===== src/rtl/ebic_pkg.sv =====
// Shared types and constants for the encoder, button and idle controller.
// No dependencies; every other file imports this package.
package ebic_pkg;

    localparam int unsigned AddrWidth = 5;
    localparam int unsigned DataWidth = 32;

    localparam logic [2:0] REG_MENU_MIN      = 3'd0;
    localparam logic [2:0] REG_MENU_MAX      = 3'd1;
    localparam logic [2:0] REG_WRAP_ENABLE   = 3'd2;
    localparam logic [2:0] REG_SLEEP_ENABLE  = 3'd3;
    localparam logic [2:0] REG_SLEEP_TIMEOUT = 3'd4;

    localparam logic [3:0]  TURN_GAP      = 4'd8;
    localparam logic [3:0]  TURN_SAT      = 4'd9;
    localparam logic [9:0]  PRESS_GAP     = 10'd50;
    localparam logic [9:0]  LONG_TICKS    = 10'd800;
    localparam logic [31:0] TIMEOUT_RESET = 32'd15000;
    localparam logic [31:0] IDLE_MAX      = 32'hFFFF_FFFF;

    localparam logic [1:0] EVT_NONE  = 2'd0;
    localparam logic [1:0] EVT_CLICK = 2'd1;
    localparam logic [1:0] EVT_LONG  = 2'd2;

    localparam logic [1:0] CMD_NONE = 2'd0;
    localparam logic [1:0] CMD_ON   = 2'd1;
    localparam logic [1:0] CMD_OFF  = 2'd2;

    typedef struct packed {
        logic               clk_level;
        logic               dt_level;
        logic               switch_level;
        logic signed [15:0] current_index;
    } tick_t;

    typedef struct packed {
        logic signed [15:0] menu_index;
        logic [1:0]         button_event;
        logic [1:0]         display_command;
        logic               display_on;
    } result_t;

    typedef struct packed {
        logic signed [15:0] menu_min;
        logic signed [15:0] menu_max;
        logic               wrap_enable;
        logic               sleep_enable;
        logic [31:0]        sleep_timeout_ms;
    } cfg_t;

    typedef struct packed {
        logic        prev_clk;
        logic        prev_switch;
        logic [3:0]  turn_elapsed;
        logic [9:0]  press_elapsed;
        logic        long_reported;
        logic [31:0] idle_elapsed;
        logic        display_powered;
    } state_t;

    localparam state_t STATE_RESET = '{
        prev_clk:        1'b1,
        prev_switch:     1'b1,
        turn_elapsed:    4'd0,
        press_elapsed:   10'd0,
        long_reported:   1'b0,
        idle_elapsed:    32'd0,
        display_powered: 1'b1
    };

endpackage


===== src/rtl/ebic_regs.sv =====
// Configuration register bank behind the APB-style port.
// Depends on ebic_pkg for register indexes and the cfg_t struct.
module ebic_regs
(
    input  logic                            clk,
    input  logic                            rst_n,
    input  logic                            psel,
    input  logic                            penable,
    input  logic                            pwrite,
    input  logic [ebic_pkg::AddrWidth-1:0]  paddr,
    input  logic [ebic_pkg::DataWidth-1:0]  pwdata,
    output logic [ebic_pkg::DataWidth-1:0]  prdata,
    output logic                            pready,
    output ebic_pkg::cfg_t                  cfg
);
    import ebic_pkg::*;

    cfg_t       cfg_reg;
    logic       wr_en;
    logic [2:0] reg_idx;

    assign pready  = 1'b1;
    assign wr_en   = psel && penable && pwrite;
    assign reg_idx = paddr[AddrWidth-1:2];
    assign cfg     = cfg_reg;

    always_ff @(posedge clk or negedge rst_n)
    begin
        if (!rst_n)
        begin
            cfg_reg.menu_min         <= 16'sd0;
            cfg_reg.menu_max         <= 16'sd0;
            cfg_reg.wrap_enable      <= 1'b0;
            cfg_reg.sleep_enable     <= 1'b0;
            cfg_reg.sleep_timeout_ms <= TIMEOUT_RESET;
        end
        else if (wr_en)
        begin
            case (reg_idx)
                REG_MENU_MIN:      cfg_reg.menu_min         <= $signed(pwdata[15:0]);
                REG_MENU_MAX:      cfg_reg.menu_max         <= $signed(pwdata[15:0]);
                REG_WRAP_ENABLE:   cfg_reg.wrap_enable      <= pwdata[0];
                REG_SLEEP_ENABLE:  cfg_reg.sleep_enable     <= pwdata[0];
                REG_SLEEP_TIMEOUT: cfg_reg.sleep_timeout_ms <= pwdata;
                default:           ;
            endcase
        end
    end

    always_comb
    begin
        case (reg_idx)
            REG_MENU_MIN:      prdata = {16'd0, cfg_reg.menu_min};
            REG_MENU_MAX:      prdata = {16'd0, cfg_reg.menu_max};
            REG_WRAP_ENABLE:   prdata = {31'd0, cfg_reg.wrap_enable};
            REG_SLEEP_ENABLE:  prdata = {31'd0, cfg_reg.sleep_enable};
            REG_SLEEP_TIMEOUT: prdata = cfg_reg.sleep_timeout_ms;
            default:           prdata = '0;
        endcase
    end

endmodule


===== src/rtl/ebic_tick.sv =====
// Single-tick update: encoder turn, button events and idle sleep.
// Purely combinational; depends on ebic_pkg for types and constants.
module ebic_tick
(
    input  ebic_pkg::tick_t   tick,
    input  ebic_pkg::cfg_t    cfg,
    input  ebic_pkg::state_t  state,
    output ebic_pkg::state_t  state_next,
    output ebic_pkg::result_t res
);
    import ebic_pkg::*;

    logic [3:0]         te;
    logic [9:0]         pe;
    logic [31:0]        ie;
    logic               turn;
    logic               press;
    logic               release_edge;
    logic               long_hit;
    logic               long_flag;
    logic               wake;
    logic               powered;
    logic signed [16:0] lo;
    logic signed [16:0] hi;
    logic signed [16:0] stepped;
    logic signed [16:0] wrap_a;
    logic signed [16:0] wrap_b;
    logic signed [16:0] clamped;
    logic signed [16:0] idx_sel;
    logic [1:0]         evt;
    logic [1:0]         cmd;

    assign lo = $signed({cfg.menu_min[15], cfg.menu_min});
    assign hi = $signed({cfg.menu_max[15], cfg.menu_max});

    always_comb
    begin
        te = (state.turn_elapsed < TURN_SAT) ? state.turn_elapsed + 4'd1
                                             : state.turn_elapsed;
        pe = (state.press_elapsed < LONG_TICKS) ? state.press_elapsed + 10'd1
                                                : state.press_elapsed;
        ie = (state.idle_elapsed != IDLE_MAX) ? state.idle_elapsed + 32'd1
                                              : state.idle_elapsed;

        // encoder
        turn = (tick.clk_level != state.prev_clk) && !tick.clk_level && (te > TURN_GAP);
        stepped = tick.dt_level
                ? $signed({tick.current_index[15], tick.current_index}) - 17'sd1
                : $signed({tick.current_index[15], tick.current_index}) + 17'sd1;
        wrap_a  = (stepped > hi) ? lo : stepped;
        wrap_b  = (wrap_a < lo) ? hi : wrap_a;
        clamped = (stepped < lo) ? lo : ((stepped > hi) ? hi : stepped);
        idx_sel = cfg.wrap_enable ? wrap_b : clamped;
        wake = 1'b0;
        if (turn)
        begin
            ie   = '0;
            te   = '0;
            wake = 1'b1;
        end

        // button
        long_flag = state.long_reported;
        evt       = EVT_NONE;
        press     = state.prev_switch && !tick.switch_level && (pe > PRESS_GAP);
        if (press)
        begin
            pe        = '0;
            long_flag = 1'b0;
            ie        = '0;
            wake      = 1'b1;
        end
        long_hit = !tick.switch_level && !long_flag && (pe >= LONG_TICKS);
        if (long_hit)
        begin
            evt       = EVT_LONG;
            long_flag = 1'b1;
        end
        release_edge = !state.prev_switch && tick.switch_level;
        if (release_edge)
        begin
            if (!long_flag && (pe > PRESS_GAP))
            begin
                evt = EVT_CLICK;
            end
            pe = '0;
        end

        // wake, then sleep
        powered = state.display_powered;
        cmd     = CMD_NONE;
        if (wake && !powered)
        begin
            powered = 1'b1;
            cmd     = CMD_ON;
        end
        if (cfg.sleep_enable && powered && (ie > cfg.sleep_timeout_ms))
        begin
            powered = 1'b0;
            cmd     = CMD_OFF;
        end

        state_next.prev_clk        = tick.clk_level;
        state_next.prev_switch     = tick.switch_level;
        state_next.turn_elapsed    = te;
        state_next.press_elapsed   = pe;
        state_next.long_reported   = long_flag;
        state_next.idle_elapsed    = ie;
        state_next.display_powered = powered;

        res.menu_index      = turn ? idx_sel[15:0] : tick.current_index;
        res.button_event    = evt;
        res.display_command = cmd;
        res.display_on      = powered;
    end

endmodule


===== src/rtl/encoder_button_idle_controller_top.sv =====
// Encoder, button and idle-sleep controller: request register, tick update,
// controller state and result register. Depends on ebic_pkg, ebic_regs, ebic_tick.
// Reset: asynchronous, clears both stages and loads the controller state reset values.
// A request waits in the request register until the result register is free, then is
// registered there; one request per cycle unless the result side stalls. Configuration
// writes take effect at once; users must make them with the pipeline empty, unchecked.
module encoder_button_idle_controller_top
(
    input  logic                            clk,
    input  logic                            rst_n,
    input  logic                            tick_valid,
    output logic                            tick_stall,
    input  ebic_pkg::tick_t                 tick,
    output logic                            res_valid,
    input  logic                            res_stall,
    output ebic_pkg::result_t               res,
    input  logic                            psel,
    input  logic                            penable,
    input  logic                            pwrite,
    input  logic [ebic_pkg::AddrWidth-1:0]  paddr,
    input  logic [ebic_pkg::DataWidth-1:0]  pwdata,
    output logic [ebic_pkg::DataWidth-1:0]  prdata,
    output logic                            pready
);
    import ebic_pkg::*;

    cfg_t    cfg;
    logic    s1_valid_reg;
    tick_t   s1_tick_reg;
    state_t  state_reg;
    state_t  state_next;
    result_t res_next;
    result_t res_reg;
    logic    res_valid_reg;
    logic    res_free;
    logic    advance;
    logic    tick_take;

    ebic_regs u_regs
    (
        .clk     (clk),
        .rst_n   (rst_n),
        .psel    (psel),
        .penable (penable),
        .pwrite  (pwrite),
        .paddr   (paddr),
        .pwdata  (pwdata),
        .prdata  (prdata),
        .pready  (pready),
        .cfg     (cfg)
    );

    ebic_tick u_tick
    (
        .tick       (s1_tick_reg),
        .cfg        (cfg),
        .state      (state_reg),
        .state_next (state_next),
        .res        (res_next)
    );

    assign res_free   = !res_valid_reg || !res_stall;
    assign advance    = s1_valid_reg && res_free;
    assign tick_stall = s1_valid_reg && !res_free;
    assign tick_take  = tick_valid && !tick_stall;
    assign res_valid  = res_valid_reg;
    assign res        = res_reg;

    always_ff @(posedge clk or negedge rst_n)
    begin
        if (!rst_n)
        begin
            s1_valid_reg  <= 1'b0;
            res_valid_reg <= 1'b0;
            state_reg     <= STATE_RESET;
        end
        else
        begin
            if (tick_take)
            begin
                s1_valid_reg <= 1'b1;
            end
            else if (advance)
            begin
                s1_valid_reg <= 1'b0;
            end
            if (advance)
            begin
                state_reg     <= state_next;
                res_valid_reg <= 1'b1;
            end
            else if (!res_stall)
            begin
                res_valid_reg <= 1'b0;
            end
        end
    end

    always_ff @(posedge clk)
    begin
        if (tick_take)
        begin
            s1_tick_reg <= tick;
        end
        if (advance)
        begin
            res_reg <= res_next;
        end
    end

    a_cmd_on_powered: assert property (@(posedge clk) disable iff (!rst_n)
        res_valid && (res.display_command == CMD_ON) |-> res.display_on)
        else $error("display on command with display off");

    a_cmd_off_dark: assert property (@(posedge clk) disable iff (!rst_n)
        res_valid && (res.display_command == CMD_OFF) |-> !res.display_on)
        else $error("display off command with display on");

    a_counters_sat: assert property (@(posedge clk) disable iff (!rst_n)
        (state_reg.turn_elapsed <= TURN_SAT) && (state_reg.press_elapsed <= LONG_TICKS))
        else $error("elapsed counter beyond saturation");

    a_event_code: assert property (@(posedge clk) disable iff (!rst_n)
        res_valid |-> (res.button_event != 2'd3) && (res.display_command != 2'd3))
        else $error("undefined event or command code");

    a_no_overwrite: assert property (@(posedge clk) disable iff (!rst_n)
        tick_take && s1_valid_reg |-> advance)
        else $error("request stage overwritten");

    a_state_holds: assert property (@(posedge clk) disable iff (!rst_n)
        !advance |=> $stable(state_reg))
        else $error("controller state moved without a request");

endmodule


===== config.mk =====
export PLATFORM = sky130hd
export DESIGN_NAME = encoder_button_idle_controller_top
export DESIGN_NICKNAME = d
export VERILOG_FILES = /design/src/rtl/ebic_pkg.sv /design/src/rtl/ebic_regs.sv /design/src/rtl/ebic_tick.sv /design/src/rtl/encoder_button_idle_controller_top.sv
export SDC_FILE = /design/constraint.sdc
export NUM_CORES = 1
export LEC_CHECK = 0
export BUFFER_PORTS_ARGS = -buffer_cell sky130_fd_sc_hd__buf_4
export CELL_PAD_IN_SITES_DETAIL_PLACEMENT = 1
export CELL_PAD_IN_SITES_GLOBAL_PLACEMENT = 2
export CORE_ASPECT_RATIO = 1.1
export CORE_UTILIZATION = 40
export DETAILED_ROUTE_END_ITERATION = 16
export PLACE_DENSITY_LB_ADDON = 0.1
export RECOVER_POWER = 100
export SLEW_MARGIN = 20
export SYNTH_ARGS = -nofsm -noshare
export SYNTH_HDL_FRONTEND = slang
export SYNTH_SLANG_ARGS = --single-unit

===== constraint.sdc =====
create_clock -name clk -period 15.6 [get_ports clk]
set_clock_uncertainty 0.1 [all_clocks]
set_input_delay 0.78 -clock clk [delete_from_list [all_inputs] [get_ports clk]]
set_output_delay 0.78 -clock clk [all_outputs]
set_load 0.01 [all_outputs]

==> impl_metrics.tcl <==
set metrics [dict create \
    run_status "complete, but fails checks" \
    violated_checks "capacitance limit, slew limit" \
    worstPathMaxFanout 38 \
    synth_seq_area_share_pct 35.96 \
    detail_route.iter0.violations 552 \
    first_global_vias 10650 \
    routed_wire_length_per_instance_um 20.06 \
    critPathLaunchType "flop" \
    cts_setup_buffers 0 \
    cts_max_level 4 \
    post-synth-top-count-cell "sky130_fd_sc_hd__nand2_1" \
    synth-main-ff-cell "sky130_fd_sc_hd__dfrtp_1" \
    cp_slowest_cell "sky130_fd_sc_hd__a31oi_1" \
    floorplan.die_area_sq_um 29650 \
    totalWireLength_um 36270 \
    wire_length_of_the_first_global_routing_pass_um 57840 \
    groute.usage.overall_pct 25.41 \
    power.share.combinational_pct 43.9 \
    synth-compound-area-share_pct 20.71 \
    areaGrowthSynthToFinish_pct 12.46 \
    fraction_of_the_cycle_the_final_worst_path_needs_pct 70.29 \
    synth-adder-area-share_pct 10.97 \
    post_synthesis_instance_total 1348 \
    finalSetupViolations 0 \
    drc 0 \
    post_synth_instance_area_sq_um 11590 \
    net-switching-power_uw 765.3 \
    cts.hold.buffers_added 0 \
    p_sw_share_pct 41.22 \
    dp_slack_ns 7.083 \
    synth_edf_count 40 \
    layout-drive-gt1-share_pct 9.896 \
    hold_violations 0 \
    numClockSinks 158 \
    synth.top_cell.area_share_pct 23.33 \
    floorplan.die.width_um 164.3 \
    syn_area_per_cell_sq_um 8.595 \
    power.share.clock_pct 23.0 \
    tightestPinTransition_ns 3.667 \
    cp_common_cell "sky130_fd_sc_hd__a21oi_1" \
    synth_xor_xnor_area_share_pct 3.402 \
    synth_top_cells_by_area "sky130_fd_sc_hd__dfrtp_1 (23%), sky130_fd_sc_hd__ha_1 (11%), sky130_fd_sc_hd__edfxtp_1 (10%), sky130_fd_sc_hd__o21ai_0 (4.8%), sky130_fd_sc_hd__nand2_1 (4.6%)" \
    synth_mux_area_share_pct 4.449 \
    critical_path_rt_ns 15.68 \
    critical_path_s_largest_stage_delay_ns 1.84 \
    dr_total_vias 10290 \
    static-leakage-power_uw 0.005780 \
    combinational_family_with_the_most_area_after_synthesis "compound AO/OA/AOI/OAI gates" \
    synth.cells.most_frequent "sky130_fd_sc_hd__nand2_1 (143), sky130_fd_sc_hd__nor2_1 (129), sky130_fd_sc_hd__o21ai_0 (110)" \
    synth-simple-area-share_pct 18.67 \
    ctsLongestPathBuffers 2 \
    cts_buffers 17 \
    drt-pass1-iter-count 7 \
    grt_remaining_overflow 0 \
    cts.repair.resized 0 \
    period_needed_ns 10.97 \
    floorplan.rows 64 \
    clk-insertion-delay-late_ns 0.44 \
    antenna_violating_nets_remaining 0 \
    die_height_um 180.5 \
    totalNegativeSetupSlack_ns 0 \
    share_seq_of_total_power_pct 33.2 \
    initial_core_util_pct 41.22 \
    place.detailed.hpwl_um 27550 \
    path_clk_slew_ns 0.06 \
    tritoncts "yes" \
    core_area_sq_um 28110 \
    distinct_cells_synth 81 \
    final_util_pct 46.36 \
    antenna_found_initial 0 \
    warnings_from_yosys 0 \
    fmaxAchievable_ghz 0.09119 \
    slew_viol_final 421 \
    largest_register_ffs 66 \
    power-per-cell-area_nw_per_um2 142.5 \
    worstSetupPathType "reg2reg" \
    postSynthRegisterBits 158 \
    filler_cell_count 3384 \
    postSynthNetCount 1512 \
    ffs_w_async_s_r_synth_pct 74.68 \
    drv_cap 11 \
    timing.critical_path.to_type "flop" \
    ctsRootBufferMaster "sky130_fd_sc_hd__clkbuf_16" \
    library_cell_occupying_the_most_area_in_the_post_synthesis_netlist "sky130_fd_sc_hd__dfrtp_1" \
    antenna-diode-count 0 \
    final_weighted_congestion_in_routability_driven_placement 0.8838 \
    ios 119 \
    hp-class "reg2reg" \
    cp_data_arrival_time_ns 11.04 \
    rsz_0062_raised_after_global_routing "false" \
    layout.nets 1596 \
    final.setup.worst_slack_ns 4.634 \
    slew-limit-headroom_pct -144.4 \
    portBuffers 115 \
    internal_power_uw 1091 \
    grt_start_max_net_pins 64 \
    vdd_ir_drop_max_uv 75.03 \
    drt-vias-per-instance 5.691 \
]
[power groups by stage]
stage	registers, uW	logic (uW)	clock network [uW]
after floorplan	583	618	0
after global placement	617	814	0
after detailed placement	622	837	0
after CTS	615	843	437
after global routing	629	920	450
final	616	814	426
[cell type report]
| class | count | area (sq um) | share of cell area (%) |
|---|---|---|---|
| sequential | 158 | 4167 | 31.98 |
| inverter | 98 | 367.9 | 2.823 |
| tap | 363 | 454.2 | 3.486 |
| clock inverter | 10 | 111.4 | 0.8546 |
| timing repair buffer | 130 | 773.2 | 5.934 |
| multi-input combinational | 1027 | 6683 | 51.29 |
| clock buffer | 22 | 474.2 | 3.639 |
[critical path, delay by kind of cell, from the launching register on]
kind	cells	cell delay, ns
multiplexers	1	0.47
AO/OA/AOI/OAI	12	5.02
AND/OR/NAND/NOR	7	1.42
adder cells (fa/ha/maj)	3	1.27
buffers and inverters	2	1.59
flip-flops	1	0.81
[placed cells by master (no fill, tap or decap), types with 6 or more instances in the layout]
cell / count
sky130_fd_sc_hd__and3_1: 10
sky130_fd_sc_hd__clkbuf_4: 21
sky130_fd_sc_hd__mux2i_1: 32
sky130_fd_sc_hd__a22o_1: 16
sky130_fd_sc_hd__edfxtp_1: 40
sky130_fd_sc_hd__buf_4: 55
sky130_fd_sc_hd__xnor2_1: 35
sky130_fd_sc_hd__a211o_1: 11
sky130_fd_sc_hd__nand2b_1: 19
sky130_fd_sc_hd__nor3b_1: 6
sky130_fd_sc_hd__nor2b_1: 11
sky130_fd_sc_hd__dfstp_2: 10
sky130_fd_sc_hd__nor4_1: 12
sky130_fd_sc_hd__and4_1: 6
sky130_fd_sc_hd__nor3_1: 16
sky130_fd_sc_hd__nand3_1: 28
sky130_fd_sc_hd__mux2_2: 16
sky130_fd_sc_hd__nand2_1: 143
sky130_fd_sc_hd__o21ai_0: 122
sky130_fd_sc_hd__nand4_1: 26
sky130_fd_sc_hd__or3_1: 14
sky130_fd_sc_hd__a31oi_1: 18
sky130_fd_sc_hd__o211ai_1: 21
sky130_fd_sc_hd__and2_1: 7
sky130_fd_sc_hd__a21o_1: 29
sky130_fd_sc_hd__a21oi_1: 90
sky130_fd_sc_hd__nor2_1: 130
sky130_fd_sc_hd__ha_1: 100
sky130_fd_sc_hd__inv_1: 98
sky130_fd_sc_hd__clkbuf_1: 56
sky130_fd_sc_hd__dfrtp_1: 108
sky130_fd_sc_hd__and2_0: 16
sky130_fd_sc_hd__clkbuf_16: 17
sky130_fd_sc_hd__xor2_1: 10
sky130_fd_sc_hd__o21a_1: 9
sky130_fd_sc_hd__o22ai_1: 6
[logic make-up after synthesis]
group / Yosys count
DFF: 158
muxes: 49
adders and majority gates: 101
AOI/OAI and AO/OA: 375
and+or+nand+nor: 456
buffers and inverters: 163
other: 1
xor gates and xnor gates: 45
[through the flow]
step | total power, uW | instance area, sq um | hold WS, ns | cells
after detailed placement | 1458 | 12740 | 0.3546 | 1776
final | 1857 | 13030 | 0.3608 | 1808
after floorplan | 1201 | 11590 | 0.3358 | 1348
after global routing | 1999 | 13030 | 0.4126 | 1808
after CTS | 1895 | 13320 | 0.3516 | 1808
after global placement | 1430 | 12740 | 0.3446 | 1776
[metal layers]
| metal | track usage [%] | wire length, um |
|---|---|---|
| met5 | 0 | 0 |
| met1 | 29.23 | 14920 |
| met4 | 9.185 | 1032 |
| met2 | 47.07 | 19570 |
| met3 | 3.383 | 750 |
[worst paths after layout]
| check | from | slack, ns | cells after the start | end |
|---|---|---|---|---|
| setup / recovery | s1_tick_reg[17] | 4.63 | 25 | res[11] |
| hold / removal | state_reg[49] | 0.36 | 2 | state_reg[49] |
| setup reg to reg | s1_tick_reg[17] | 4.63 | 25 | res[11] |
| hold reg to reg | state_reg[49] | 0.36 | 2 | state_reg[49] |
| max in group asynchronous | rst_n | 9.28 | 2 | state_reg[43] |
| min in group asynchronous | rst_n | 1.35 | 1 | u_regs.cfg[14] |
Note: power is estimated with default switching activity, not from simulation.
